[src/grace_period_combining_tree_defines.svh]
// Assertion macros for the grace-period combining tree.
// Included by the top level; no dependencies.
`ifndef GRACE_PERIOD_COMBINING_TREE_DEFINES_SVH
`define GRACE_PERIOD_COMBINING_TREE_DEFINES_SVH
`ifndef SYNTH
// Same-cycle implication, disabled during reset
`define GPCT_ASSERT_IMP(label, clk, rst, ante, cons, msg) \
  label: assert property (@(posedge clk) disable iff (rst) (ante) |-> (cons)) \
    else $error(msg);
// Next-cycle implication, disabled during reset
`define GPCT_ASSERT_NXT(label, clk, rst, ante, cons, msg) \
  label: assert property (@(posedge clk) disable iff (rst) (ante) |=> (cons)) \
    else $error(msg);
`else
`define GPCT_ASSERT_IMP(label, clk, rst, ante, cons, msg)
`define GPCT_ASSERT_NXT(label, clk, rst, ante, cons, msg)
`endif
`endif

[src/gpct_pkg.sv]
// Shared types and fixed widths of the grace-period combining tree.
// No dependencies.
package gpct_pkg;

  localparam int CPU_W    = 4;
  localparam int NUM_IDS  = 2 ** CPU_W;
  localparam int SEQ_W    = 32;
  localparam int ONLINE_W = 16;
  localparam logic [ONLINE_W-1:0] ONLINE_RESET = '1;

  localparam logic MODE_REQUEST = 1'b0;
  localparam logic MODE_REPORT  = 1'b1;

  typedef enum logic [2:0] {
    S_IDLE,
    S_EVAL,
    S_SWEEP,
    S_REQ,
    S_RD,
    S_UPD,
    S_DONE
  } state_t;

endpackage

[src/gpct_in_if.sv]
// Input channel of the grace-period combining tree: request or report.
// Depends on gpct_pkg.
interface gpct_in_if import gpct_pkg::*; ();
  logic             valid;
  logic             ready;
  logic             mode;
  logic [CPU_W-1:0] cpu_id;

  modport source (output valid, output mode, output cpu_id, input ready);
  modport sink   (input valid, input mode, input cpu_id, output ready);
endinterface

[src/gpct_out_if.sv]
// Result channel of the grace-period combining tree.
// Depends on gpct_pkg.
interface gpct_out_if import gpct_pkg::*; ();
  logic             valid;
  logic             ready;
  logic [SEQ_W-1:0] current_seq;
  logic [SEQ_W-1:0] finished_seq;
  logic             period_started;
  logic             period_completed;
  logic             report_taken;

  modport source (output valid, output current_seq, output finished_seq,
                  output period_started, output period_completed,
                  output report_taken, input ready);
  modport sink   (input valid, input current_seq, input finished_seq,
                  input period_started, input period_completed,
                  input report_taken, output ready);
endinterface

[src/grace_period_combining_tree.sv]
// A request without a start goes through evaluate, request and done; a request that
//   starts a period sweeps every node and CPU first; a report reads and updates a node
//   per tree level visited. One item is in flight; the next is taken after it is done.
// A new item is taken while the previous result waits at the output register.
// Reset (rst, synchronous): sequences and pending bits cleared, online mask all ones.
// Depends on gpct_pkg, gpct_in_if, gpct_out_if and the defines header.
`include "grace_period_combining_tree_defines.svh"

module grace_period_combining_tree import gpct_pkg::*; #(
  parameter int NUM_CPUS = 16,
  parameter int FANOUT   = 4
) (
  input  logic                clk,
  input  logic                rst,
  input  logic                cfg_we,
  input  logic [ONLINE_W-1:0] cfg_wdata,
  gpct_in_if.sink             in_ch,
  gpct_out_if.source          out_ch
);

  // Tree shape, worked out at elaboration
  localparam int L0 = (NUM_CPUS + FANOUT - 1) / FANOUT;
  localparam int L1 = (L0 + FANOUT - 1) / FANOUT;
  localparam int L2 = (L1 + FANOUT - 1) / FANOUT;
  localparam int L3 = (L2 + FANOUT - 1) / FANOUT;
  localparam int NUM_LVLS = (L0 <= 1) ? 1 : (L1 <= 1) ? 2 : (L2 <= 1) ? 3 : 4;
  localparam int C1 = (NUM_LVLS > 1) ? L1 : 0;
  localparam int C2 = (NUM_LVLS > 2) ? L2 : 0;
  localparam int C3 = (NUM_LVLS > 3) ? L3 : 0;
  localparam int OFF1 = L0;
  localparam int OFF2 = OFF1 + C1;
  localparam int OFF3 = OFF2 + C2;
  localparam int NUM_NODES = OFF3 + C3;
  localparam int KID1 = ((L0 % FANOUT) == 0) ? FANOUT : (L0 % FANOUT);
  localparam int KID2 = ((L1 % FANOUT) == 0) ? FANOUT : (L1 % FANOUT);
  localparam int KID3 = ((L2 % FANOUT) == 0) ? FANOUT : (L2 % FANOUT);
  localparam logic [FANOUT-1:0] KMASK1 = {FANOUT{1'b1}} >> (FANOUT - KID1);
  localparam logic [FANOUT-1:0] KMASK2 = {FANOUT{1'b1}} >> (FANOUT - KID2);
  localparam logic [FANOUT-1:0] KMASK3 = {FANOUT{1'b1}} >> (FANOUT - KID3);

  // CPUs that can exist and be online
  localparam int NC = (NUM_CPUS < ONLINE_W) ? NUM_CPUS : ONLINE_W;
  localparam int CS_W = $clog2(NC);
  localparam logic [ONLINE_W-1:0] NC_MASK = {ONLINE_W{1'b1}} >> (ONLINE_W - NC);

  localparam int NODE_W  = (NUM_NODES > 1) ? $clog2(NUM_NODES) : 1;
  localparam int SWEEP_N = (NUM_NODES > NC) ? NUM_NODES : NC;
  localparam int SW_W    = $clog2(SWEEP_N);
  localparam int OS_W    = ONLINE_W + FANOUT;

  // Quotient and remainder by the fanout for every CPU index
  typedef logic [NUM_IDS-1:0][CPU_W-1:0] idx_tab_t;

  function automatic idx_tab_t div_table();
    idx_tab_t t;
    for (int x = 0; x < NUM_IDS; x++) begin
      t[x] = CPU_W'(x / FANOUT);
    end
    return t;
  endfunction

  function automatic idx_tab_t mod_table();
    idx_tab_t t;
    for (int x = 0; x < NUM_IDS; x++) begin
      t[x] = CPU_W'(x % FANOUT);
    end
    return t;
  endfunction

  localparam idx_tab_t DIV_TAB = div_table();
  localparam idx_tab_t MOD_TAB = mod_table();

  state_t state, state_next;

  logic [ONLINE_W-1:0] online;
  logic [SEQ_W-1:0]    period_seq;
  logic [SEQ_W-1:0]    done_seq;
  logic [ONLINE_W-1:0] cpu_pending;

  logic             mode_q;
  logic [CPU_W-1:0] cpu_q;
  logic [SEQ_W-1:0] cseq_rd;

  logic [SW_W-1:0]   cnt;
  logic [1:0]        slvl;
  logic [OS_W-1:0]   online_shift;
  logic [1:0]        clvl;
  logic [CPU_W-1:0]  cj;
  logic [FANOUT-1:0] cbit;
  logic [NODE_W-1:0] node_addr;
  logic [FANOUT:0]   node_rd;

  logic             item_started;
  logic             item_completed;
  logic             item_taken;

  logic             out_valid;
  logic [SEQ_W-1:0] res_current;
  logic [SEQ_W-1:0] res_finished;
  logic             res_started;
  logic             res_completed;
  logic             res_taken;

  logic [FANOUT:0]  node_mem [NUM_NODES];
  logic [SEQ_W-1:0] cpu_seq_mem [NC];

  logic                in_xfer;
  logic                in_range;
  logic                idle_period;
  logic                hit;
  logic                start_go;
  logic                take_go;
  logic                load_out;
  logic [ONLINE_W-1:0] online_eff;
  logic [NODE_W-1:0]   lvl_off;
  logic [NODE_W-1:0]   caddr;
  logic                sweep_node;
  logic                sweep_last;
  logic [FANOUT-1:0]   kmask;
  logic [FANOUT-1:0]   sweep_mask;
  logic [FANOUT-1:0]   upd_mask;
  logic                upd_empty;
  logic                climb_top;
  logic                node_we;
  logic [NODE_W-1:0]   node_waddr;
  logic [FANOUT:0]     node_wdata;
  logic                cseq_we;
  logic [CS_W-1:0]     cseq_waddr;

  // Decode of the held item
  assign online_eff  = online & NC_MASK;
  assign in_xfer     = in_ch.valid && in_ch.ready;
  assign in_range    = int'(cpu_q) < NC;
  assign idle_period = period_seq == done_seq;
  assign hit         = cpu_pending[cpu_q] && (cseq_rd == period_seq);
  assign start_go    = (state == S_EVAL) && in_range && (mode_q == MODE_REQUEST)
                       && idle_period;
  assign take_go     = (state == S_EVAL) && in_range && (mode_q == MODE_REPORT) && hit;

  // Node address of the climb position
  always_comb begin
    case (clvl)
      2'd0:    lvl_off = '0;
      2'd1:    lvl_off = NODE_W'(OFF1);
      2'd2:    lvl_off = NODE_W'(OFF2);
      default: lvl_off = NODE_W'(OFF3);
    endcase
  end
  assign caddr = lvl_off + NODE_W'(cj);

  // Sweep: node masks for the new period
  always_comb begin
    case (slvl)
      2'd0:    sweep_last = int'(cnt) == OFF1 - 1;
      2'd1:    sweep_last = int'(cnt) == OFF2 - 1;
      2'd2:    sweep_last = int'(cnt) == OFF3 - 1;
      default: sweep_last = int'(cnt) == NUM_NODES - 1;
    endcase
    case (slvl)
      2'd1:    kmask = KMASK1;
      2'd2:    kmask = KMASK2;
      default: kmask = KMASK3;
    endcase
    if (slvl == 2'd0) begin
      sweep_mask = online_shift[FANOUT-1:0];
    end else if (sweep_last) begin
      sweep_mask = kmask;
    end else begin
      sweep_mask = '1;
    end
  end
  assign sweep_node = int'(cnt) < NUM_NODES;

  // Climb: clear the child bit in the node just read
  assign upd_mask  = node_rd[FANOUT-1:0] & ~cbit;
  assign upd_empty = upd_mask == '0;
  assign climb_top = int'(clvl) == NUM_LVLS - 1;

  // Next state and memory write strobes
  always_comb begin
    state_next  = state;
    in_ch.ready = 1'b0;
    load_out    = 1'b0;
    node_we     = 1'b0;
    node_waddr  = node_addr;
    node_wdata  = {upd_empty, upd_mask};
    cseq_we     = 1'b0;
    cseq_waddr  = cpu_q[CS_W-1:0];
    case (state)
      S_IDLE: begin
        in_ch.ready = 1'b1;
        if (in_ch.valid) begin
          state_next = S_EVAL;
        end
      end
      S_EVAL: begin
        if (start_go) begin
          state_next = S_SWEEP;
        end else if (in_range && mode_q == MODE_REQUEST) begin
          state_next = S_REQ;
        end else if (take_go) begin
          state_next = S_RD;
        end else begin
          state_next = S_DONE;
        end
      end
      S_SWEEP: begin
        node_we    = sweep_node;
        node_waddr = cnt[NODE_W-1:0];
        node_wdata = {1'b0, sweep_mask};
        cseq_waddr = cnt[CS_W-1:0];
        cseq_we    = (int'(cnt) < NC) && online_eff[CPU_W'(cnt[CS_W-1:0])];
        if (int'(cnt) == SWEEP_N - 1) begin
          state_next = S_REQ;
        end
      end
      S_REQ: begin
        cseq_we    = 1'b1;
        state_next = S_DONE;
      end
      S_RD: begin
        state_next = S_UPD;
      end
      S_UPD: begin
        if (node_rd[FANOUT]) begin
          state_next = S_DONE;
        end else begin
          node_we = 1'b1;
          if (!upd_empty || climb_top) begin
            state_next = S_DONE;
          end else begin
            state_next = S_RD;
          end
        end
      end
      S_DONE: begin
        if (!out_valid || out_ch.ready) begin
          load_out   = 1'b1;
          state_next = S_IDLE;
        end
      end
      default: begin
        state_next = S_IDLE;
      end
    endcase
  end

  // State register
  always_ff @(posedge clk) begin
    if (rst) begin
      state <= S_IDLE;
    end else begin
      state <= state_next;
    end
  end

  // Period state, pending bits, online mask and output valid
  always_ff @(posedge clk) begin
    if (rst) begin
      online      <= ONLINE_RESET;
      period_seq  <= '0;
      done_seq    <= '0;
      cpu_pending <= '0;
      out_valid   <= 1'b0;
    end else begin
      if (cfg_we) begin
        online <= cfg_wdata;
      end
      if (start_go) begin
        period_seq  <= period_seq + SEQ_W'(1);
        cpu_pending <= cpu_pending | online_eff;
      end
      if (take_go) begin
        cpu_pending[cpu_q] <= 1'b0;
      end
      if (state == S_REQ) begin
        cpu_pending[cpu_q] <= 1'b1;
      end
      if (state == S_UPD && !node_rd[FANOUT] && upd_empty && climb_top) begin
        done_seq <= period_seq;
      end
      if (load_out) begin
        out_valid <= 1'b1;
      end else if (out_ch.ready) begin
        out_valid <= 1'b0;
      end
    end
  end

  // Item, sweep and climb registers; working flags copied to the result at load
  always_ff @(posedge clk) begin
    if (in_xfer) begin
      mode_q         <= in_ch.mode;
      cpu_q          <= in_ch.cpu_id;
      item_started   <= 1'b0;
      item_completed <= 1'b0;
      item_taken     <= 1'b0;
    end
    if (start_go) begin
      item_started <= 1'b1;
      cnt          <= '0;
      slvl         <= 2'd0;
      online_shift <= {{FANOUT{1'b0}}, online_eff};
    end
    if (state == S_SWEEP) begin
      cnt <= cnt + SW_W'(1);
      if (sweep_node && slvl == 2'd0) begin
        online_shift <= online_shift >> FANOUT;
      end
      if (sweep_node && sweep_last && int'(slvl) < NUM_LVLS - 1) begin
        slvl <= slvl + 2'd1;
      end
    end
    if (take_go) begin
      item_taken <= 1'b1;
      clvl       <= 2'd0;
      cj         <= DIV_TAB[cpu_q];
      cbit       <= FANOUT'(1) << MOD_TAB[cpu_q];
    end
    if (state == S_RD) begin
      node_addr <= caddr;
    end
    if (state == S_UPD && !node_rd[FANOUT] && upd_empty) begin
      if (climb_top) begin
        item_completed <= 1'b1;
      end else begin
        clvl <= clvl + 2'd1;
        cj   <= DIV_TAB[cj];
        cbit <= FANOUT'(1) << MOD_TAB[cj];
      end
    end
    if (load_out) begin
      res_current   <= period_seq;
      res_finished  <= done_seq;
      res_started   <= item_started;
      res_completed <= item_completed;
      res_taken     <= item_taken;
    end
  end

  // Node memory: one write and one registered read a cycle
  always_ff @(posedge clk) begin
    if (node_we) begin
      node_mem[node_waddr] <= node_wdata;
    end
    if (state == S_RD) begin
      node_rd <= node_mem[caddr];
    end
  end

  // Per-CPU sequence memory, read when an item transfers
  always_ff @(posedge clk) begin
    if (cseq_we) begin
      cpu_seq_mem[cseq_waddr] <= period_seq;
    end
    if (in_xfer) begin
      cseq_rd <= cpu_seq_mem[in_ch.cpu_id[CS_W-1:0]];
    end
  end

  // Result port
  assign out_ch.valid            = out_valid;
  assign out_ch.current_seq      = res_current;
  assign out_ch.finished_seq     = res_finished;
  assign out_ch.period_started   = res_started;
  assign out_ch.period_completed = res_completed;
  assign out_ch.report_taken     = res_taken;

  // Checks
  `GPCT_ASSERT_NXT(a_start_bumps_seq, clk, rst, start_go, period_seq == $past(period_seq) + SEQ_W'(1), "start did not advance the sequence")
  `GPCT_ASSERT_IMP(a_sweep_in_period, clk, rst, state == S_SWEEP, period_seq != done_seq, "sweep outside a running period")
  `GPCT_ASSERT_IMP(a_climb_in_tree, clk, rst, state == S_UPD, int'(clvl) < NUM_LVLS, "climb left the tree")
  `GPCT_ASSERT_IMP(a_done_matches, clk, rst, out_valid && res_completed, res_finished == res_current, "completion without matching sequences")
  `GPCT_ASSERT_IMP(a_flags_exclusive, clk, rst, out_valid, !(res_started && res_taken), "start and report in one result")

endmodule

[src/flat_wrapper.sv]
// flat-port wrapper written by rule: the top's interface ports become plain ports
module grace_period_combining_tree_flat import gpct_pkg::*;
#(
  parameter int NUM_CPUS = 16,
  parameter int FANOUT   = 4
)
  (clk, rst, cfg_we, cfg_wdata, in_ch_valid, in_ch_mode, in_ch_cpu_id, in_ch_ready, out_ch_valid, out_ch_current_seq, out_ch_finished_seq, out_ch_period_started, out_ch_period_completed, out_ch_report_taken, out_ch_ready);
  gpct_in_if in_ch_i ();
  gpct_out_if out_ch_i ();
  input  logic clk;
  input  logic rst;
  input  logic cfg_we;
  input  logic [ONLINE_W-1:0] cfg_wdata;
  input wire logic [$bits(in_ch_i.valid)-1:0] in_ch_valid;
  input wire logic [$bits(in_ch_i.mode)-1:0] in_ch_mode;
  input wire logic [$bits(in_ch_i.cpu_id)-1:0] in_ch_cpu_id;
  output wire logic [$bits(in_ch_i.ready)-1:0] in_ch_ready;
  output wire logic [$bits(out_ch_i.valid)-1:0] out_ch_valid;
  output wire logic [$bits(out_ch_i.current_seq)-1:0] out_ch_current_seq;
  output wire logic [$bits(out_ch_i.finished_seq)-1:0] out_ch_finished_seq;
  output wire logic [$bits(out_ch_i.period_started)-1:0] out_ch_period_started;
  output wire logic [$bits(out_ch_i.period_completed)-1:0] out_ch_period_completed;
  output wire logic [$bits(out_ch_i.report_taken)-1:0] out_ch_report_taken;
  input wire logic [$bits(out_ch_i.ready)-1:0] out_ch_ready;
  assign in_ch_i.valid = in_ch_valid;
  assign in_ch_i.mode = in_ch_mode;
  assign in_ch_i.cpu_id = in_ch_cpu_id;
  assign in_ch_ready = in_ch_i.ready;
  assign out_ch_valid = out_ch_i.valid;
  assign out_ch_current_seq = out_ch_i.current_seq;
  assign out_ch_finished_seq = out_ch_i.finished_seq;
  assign out_ch_period_started = out_ch_i.period_started;
  assign out_ch_period_completed = out_ch_i.period_completed;
  assign out_ch_report_taken = out_ch_i.report_taken;
  assign out_ch_i.ready = out_ch_ready;
  grace_period_combining_tree #(.NUM_CPUS(NUM_CPUS), .FANOUT(FANOUT)) u_core (.clk(clk), .rst(rst), .cfg_we(cfg_we), .cfg_wdata(cfg_wdata), .in_ch(in_ch_i), .out_ch(out_ch_i));
endmodule
[config.mk]
export PLATFORM = sky130hd
export DESIGN_NAME = grace_period_combining_tree_flat
export DESIGN_NICKNAME = d
export VERILOG_FILES = /design/src/gpct_pkg.sv /design/src/gpct_in_if.sv /design/src/gpct_out_if.sv /design/src/grace_period_combining_tree.sv /design/src/flat_wrapper.sv
export VERILOG_INCLUDE_DIRS = /design/src /design/src/src
export SDC_FILE = /design/constraint.sdc
export NUM_CORES = 1
export LEC_CHECK = 0
export BUFFER_PORTS_ARGS = -buffer_cell sky130_fd_sc_hd__buf_2
export CELL_PAD_IN_SITES_DETAIL_PLACEMENT = 1
export CELL_PAD_IN_SITES_GLOBAL_PLACEMENT = 1
export CORE_ASPECT_RATIO = 1.75
export CORE_UTILIZATION = 50
export CTS_CLUSTER_DIAMETER = 100
export DETAILED_ROUTE_END_ITERATION = 12
export GPL_TIMING_DRIVEN = 0
export PLACE_DENSITY = 0.79
export SLEW_MARGIN = 5
export SYNTH_ARGS = -nofsm -noshare
export SYNTH_HDL_FRONTEND = slang
export SYNTH_SLANG_ARGS = --single-unit
[constraint.sdc]
create_clock -name clk -period 5.8 [get_ports clk]
set_input_delay 0.58 -clock clk [delete_from_list [all_inputs] [get_ports clk]]
set_output_delay 0.58 -clock clk [all_outputs]
set_load 0.005 [all_outputs]
# After elaboration in Yosys (flattened, before gate mapping)

Memories as Yosys holds them, arrays and structs flattened. A register that Yosys moved wholly into a read port is not among the register bits.
Cells that the tools add are included.

Bits in writable memories: 537
Input bits: 26
Bits in read-only memories: 256
Memories kept: 6
Register bits: 214
Word-level logic and storage cells: 157

Bitwise logic cells: 7
Order comparisons: 6
Mux-type cells: 66
Equal/unequal tests: 17
Reduce and logical (&&, ||, !) cells: 25
Add/sub/neg operators: 5
Shift-type cells: 2

Memories:

| name               | words | width | rd ports | clocked after Yosys merged registers in | wr ports | RTL line                           | source |
|---|---|---|---|---|---|---|---|
| u_core.cpu_seq_mem | 16    | 32    | 1        | 1                                       | 1        | grace_period_combining_tree.sv:105 | `logic [SEQ_W-1:0] cpu_seq_mem [NC];` |
| (no name shown)    | 16    | 4     | 1        | 1                                       | 0        | grace_period_combining_tree.sv:329 | `cbit <= FANOUT'(1) << MOD_TAB[cj];` |
| (no name shown)    | 16    | 4     | 1        | 1                                       | 0        | grace_period_combining_tree.sv:328 | `cj <= DIV_TAB[cj];` |
| (no name shown)    | 16    | 4     | 1        | 1                                       | 0        | grace_period_combining_tree.sv:318 | `cbit <= FANOUT'(1) << MOD_TAB[cpu_q];` |
| (no name shown)    | 16    | 4     | 1        | 1                                       | 0        | grace_period_combining_tree.sv:317 | `cj <= DIV_TAB[cpu_q];` |
| u_core.node_mem    | 5     | 5     | 1        | 1                                       | 1        | grace_period_combining_tree.sv:104 | `logic [FANOUT:0] node_mem [NUM_NODES];` |

Operators with widths:

| operator              | count |
|---|---|
| $mux 16               | 5 |
| $mux 4                | 18 |
| $eq 32x32->1          | 2 |
| $mux 20               | 3 |
| $add 32x1->32 const B | 1 |
| $or 16x16->16         | 2 |
| $mux 3                | 7 |
| $pmux 3 s7            | 1 |
| $mux 1                | 17 |
| $and 16x16->16        | 1 |
| $mux 2                | 8 |
| $not 16->16           | 1 |
| $lt 4x5->1 const B    | 3 |
| $logic_and 1x1->1     | 13 |
| $eq 3x3->1 const B    | 3 |
| $bmux 1 s4            | 2 |
| $shl 1x4->4 const A   | 2 |
| $eq 3x2->1 const B    | 2 |
| $pmux 3 s2            | 1 |
| $mux 5                | 1 |
| $add 2x1->2 const B   | 2 |
| $add 4x1->4 const B   | 1 |
| $and 4x4->4           | 1 |
| $demux 1 s4           | 1 |
| other kinds (22)      | 30 |

# Depth between registers and ports, before layout

Word-level depth: 10
Depth in mapped cells: 9
Mapped depth without buffers: 7

# Worst setup path after synthesis

No wires, ideal clock.

Path type: reg2reg
From: register u_core.state[1]
To: register u_core.res_current[0] (netlist: u_core.out_ch.current_seq[0]), enable pin
Period minus slack after synthesis: 4487 ps
Setup slack: 1313 ps
Library setup time: 500 ps
Cell stages (with the launch flop): 5
Data arrival time: 3987 ps
Path buffers: 1
Cells stage by stage: dfxtp_1 clkbuf_1 nand2_1 or2_2 nor2b_1

Cells in the longest elaborated chain, start to end: 2

Ends and longest elaborated chain:

| what                     | RTL line                           | source |
|---|---|---|
| start: declaration       | grace_period_combining_tree.sv:73  | `state_t state, state_next;` |
| start signal: assignment | grace_period_combining_tree.sv:253 | `state <= state_next;` |
| $eq 3x3->1               | grace_period_combining_tree.sv:189 | `case (state)` |
| $mux 1                   | grace_period_combining_tree.sv:189 |  |
| net u_core.load_out      | grace_period_combining_tree.sv:113 | `logic load_out;` |
| end signal: assignment   | grace_period_combining_tree.sv:333 | `res_current <= period_seq;` |
| end: declaration         | grace_period_combining_tree.sv:98  | `logic [SEQ_W-1:0] res_current;` |

The timed path passes the listed nets, and every way through them passes these cells.
A chain may end at the register's enable or synchronous reset.

# Worst setup path after layout

From: register u_core.period_seq[28]
To: register u_core.cpu_pending[11]

Cells in the longest elaborated chain, start to end: 9

Ends and longest elaborated chain:

| what                            | RTL line                           | source |
|---|---|---|
| start: declaration              | grace_period_combining_tree.sv:76  | `logic [SEQ_W-1:0] period_seq;` |
| start signal: assignment        | grace_period_combining_tree.sv:270 | `period_seq <= period_seq + SEQ_W'(1);` |
| $eq 32x32->1                    | grace_period_combining_tree.sv:134 | `assign idle_period = period_seq == done_seq;` |
| $logic_and 1x1->1               | grace_period_combining_tree.sv:137 | `&& idle_period;` |
| $mux 16                         | grace_period_combining_tree.sv:269 | `if (start_go) begin` |
| $mux 16                         | grace_period_combining_tree.sv:259 | `if (rst) begin` |
| $and 16x16->16 (no source line) | --                                 |  |
| $mux 16 *                       | grace_period_combining_tree.sv:273 | `if (take_go) begin` |
| $mux 16 *                       | grace_period_combining_tree.sv:259 |  |
| $or 16x16->16 (no source line)  | --                                 |  |
| $mux 16 *                       | grace_period_combining_tree.sv:276 | `if (state == S_REQ) begin` |
| end signal: assignment          | grace_period_combining_tree.sv:271 | `cpu_pending <= cpu_pending \| online_eff;` |
| end: declaration                | grace_period_combining_tree.sv:78  | `logic [ONLINE_W-1:0] cpu_pending;` |

Mark *: on every way between the ends. The rest lies on a longest branch, timed or not. The select of a mux whose other input is x is not followed.

==> summary.txt <==
TritonCTS clock tree: yes
Pwr dens: 342 nW/um2
Die X: 190 um
Cells on Worst Hold Path: 3
Via count: 17,300
Critical Path Source Type: flop
Tot GR Track Use: 0.282
Clk_skew: 0.0268 ns
Critical path's most frequent cell: nand4_1
Largest net degree at the start of global routing: 28
Worst Path Arrival: 4.68 ns
Clock Tree Buf Depth: 3
Fill count: 5,523
Reg2Reg Setup Slack: 1.60 ns
Site Rows: 120
Worst Hold Endpoint: u_core.online[4]
Final Power: 12.1 mW
Layout Nets: 1,980
Vias per std cell: 6.20
Syn nets: 1,793
R2r endpoint: u_core.cpu_pending[11]
Number of synthesized flops with an enable pin: 653
Drt wl/cell: 31.2 um
Worst-margin pin slew: 1.39 ns
Setup TNS: 0 ns
PortBufs: 93
Initial antenna violation count: 0
Post-synthesis cell area: 31,100 um2
Post-CTS sizing: 0
First-pass GRT wire length: 126,000 um
CP Cell Sequence: clkbuf_1, xnor2_1, nand4_1, nor4_1, nand4_1, nor3_1, a31oi_1
Seq/Total Area, Yosys: 0.720
Critical Path RT: 6.27 ns
Effective utilization at floorplan: 0.507
Die Span Y: 332 um
CP max FO: 18
Critical Path Max Stage Delay: 0.81 ns
Top FF cell, synth: edfxtp_1
P&R area growth vs syn: 13.8%
Crit Path Class: reg -> reg
Netlist cell types: 54
RSZ-0062 raised after global routing: false
Routability Congestion: 0.897
Placed cell areas: 33,200 um2
Max_slew headroom: 0.0750
Commonest cells after routing, fill and taps aside: 653 x edfxtp_1, 171 x mux4_2, 139 x dfxtp_1
CORE AREA: 61,300 um2
Sink Count: 792
Area share of the largest cell type after synthesis: 0.631
Maxcap violations: 0
Inst Count DP: 2,669
Worst Min Path Start: cfg_wdata[4]
Final Setup Violations: 0
Yosys warns: 0
Wirelength, routed: 87,100 um
Max-slew violations: 0
Most common cell after layout, fill and taps aside: edfxtp_1
Half-perimeter wire length after placement: 58,700 um
Post-DRT Antenna Nets: 0
Clk_lat worst skew: 0.63 ns
CTS HTree Levels: 3
Fin crit share: 0.725
# Post-CTS Setup Buffers: 0
CP endpoint kind: flop
#FFs+latches synth: 792
Worst hold path class: in -> reg
Post-route cell area: 35,400 um2
Status: finished, final reports clean
DRC: 0
Ranking of synthesized cells by area: edfxtp_1 63%, mux4_2 12%, dfxtp_1 9.0%, mux2i_1 2.4%, nor2_1 1.5%
Final WS setup: 1.60 ns
Die ar.: 63,200 um2
R2R Path Start: u_core.period_seq[28]
Layout cells sized above 1: 0.225
Drt pass-1 iters: 5
Crit-path slowest cell: dfxtp_1
# IOs: 95
Peak VDD IR: 0.244 mV
Final Hold Viols: 0
Pre-CTS setup slack: 1.81 ns
Gr ovfl total: 0
Hold_buf cts: 0
Achievable Freq: 238 MHz
Worst Reg2Reg Path Length in Cells: 7
Clock-pin slew on the worst setup and hold paths: 0.07 ns
Total CTS buffers: 69
Crit path time final: 4.20 ns
CTS Root Cell: clkbuf_16
Asr flop ratio synth: 0
Largest area contributor in the netlist: edfxtp_1
Fin cells: 2,795
Initial DRC Count: 1,474
Gate Count Post-Synth: 1,760
Pleak: 12.3 nW
Avg Cell Area, Syn: 17.7 um2
Vias in the first global route: 18,600
N_diodes: 0
==> cell usage after synthesis (5+ instances only) <==
| cell | count |
|---|---|
| o21ai_0 | 16 |
| and2_1 | 5 |
| nor2_1 | 126 |
| buf_2 | 12 |
| a21oi_1 | 70 |
| nand2b_1 | 7 |
| a31oi_1 | 28 |
| buf_6 | 8 |
| o31ai_1 | 12 |
| nand4_1 | 24 |
| nand2_1 | 78 |
| nand3_1 | 20 |
| or3_1 | 11 |
| nor3_1 | 22 |
| xor2_1 | 15 |
| buf_1 | 20 |
| xnor2_1 | 52 |
| dfxtp_1 | 139 |
| mux2i_1 | 75 |
| mux4_2 | 171 |
| mux2_2 | 9 |
| or4_1 | 11 |
| clkbuf_1 | 66 |
| inv_1 | 20 |
| edfxtp_1 | 653 |
| ha_1 | 7 |
| nor3b_1 | 6 |
| and3_1 | 7 |
| nor4_1 | 10 |
| nor2b_1 | 16 |
| and4_1 | 5 |
==> routing by layer <==
| metal | vias up | track usage | share of wire | routed length [um] |
|---|---|---|---|---|
| li1 | 7285 | - | - | - |
| met1 | 9030 | 0.329 | 0.35 | 30900 |
| met2 | 743 | 0.481 | 0.52 | 45000 |
| met3 | 267 | 0.0484 | 0.062 | 5440 |
| met4 | 0 | 0.176 | 0.066 | 5780 |
| met5 | - | 0 | 0 | 0 |
==> kinds of logic after synthesis <==
logic type / after synthesis / synth area share
AND/OR/NAND/NOR: 362 / 0.0588
multiplexers: 259 / 0.153
XOR/XNOR: 71 / 0.0210
buffers and inverters: 127 / 0.0179
adder cells (fa/ha/maj): 7 / 0.00282
AO/OA/AOI/OAI: 142 / 0.0264
flip-flops: 792 / 0.720
==> worst max-delay path by stage <==
stage	startpoint	endpoint	slack [ns]	depth (start not counted)
after global placement	u_core.state[1]	u_core.out_ch.current_seq[9]	-1.27	4
after global routing	u_core.period_seq[28]	u_core.cpu_pending[11]	1.57	7
after floorplan	u_core.state[1]	u_core.out_ch.current_seq[0]	1.31	4
final	u_core.period_seq[28]	u_core.cpu_pending[11]	1.60	7
after detailed placement	u_core.period_seq[28]	u_core.cpu_pending[11]	1.81	7
after CTS	u_core.period_seq[28]	u_core.cpu_pending[11]	1.74	7
==> report_power, final <==
group	internal [mW]	leakage (nW)	switching (mW)
clock	2.48	1.07	2.11
sequential	6.35	7.41	0.143
combinational	0.375	3.81	0.642
total	9.20	12.3	2.90
==> area by class of cell <==
| type | instances | area [um2] | area share |
|---|---|---|---|
| multi-input cells | 841 | 8260 | 0.234 |
| clock inverters | 40 | 343 | 0.00969 |
| repair buffers | 116 | 986 | 0.0279 |
| plain buffers | 107 | 482 | 0.0136 |
| flip-flops and latches | 792 | 22400 | 0.633 |
| well taps | 793 | 992 | 0.0280 |
| clock buffers | 86 | 1850 | 0.0524 |
| inverters | 20 | 75.1 | 0.00212 |
==> stage by stage <==
stage	hold slack, ns	util
after floorplan	0.408	-
after global placement	0.417	0.531
after detailed placement	0.422	0.542
after CTS	0.163	0.578
after global routing	0.177	0.578
final	0.179	0.578
==> worst max-delay path, delay by kind of cell, from the launching register on <==
family | cells | cell delay (ns)
buffers and inverters | 1 | 0.39
DFF | 1 | 0.81
xor gates and xnor gates | 1 | 0.31
and+or+nand+nor | 4 | 2.37
AOI/OAI and AO/OA | 1 | 0.15
==> registers in the layout (all words and copies together) (netlist names), 5 cells and up, named ones only <==
| register | cells |
|---|---|
| u_core.node_rd | 5 |
| u_core.online_shift | 20 |
| u_core.cpu_pending | 16 |
| u_core.done_seq | 32 |
| u_core.cseq_rd | 32 |
| u_core.online | 16 |
| u_core.node_mem | 25 |
| u_core.period_seq | 32 |
| u_core.out_ch.current_seq | 32 |
| u_core.out_ch.finished_seq | 32 |
| u_core.cpu_seq_mem | 512 |
Note: power is estimated with default switching activity, not from simulation.
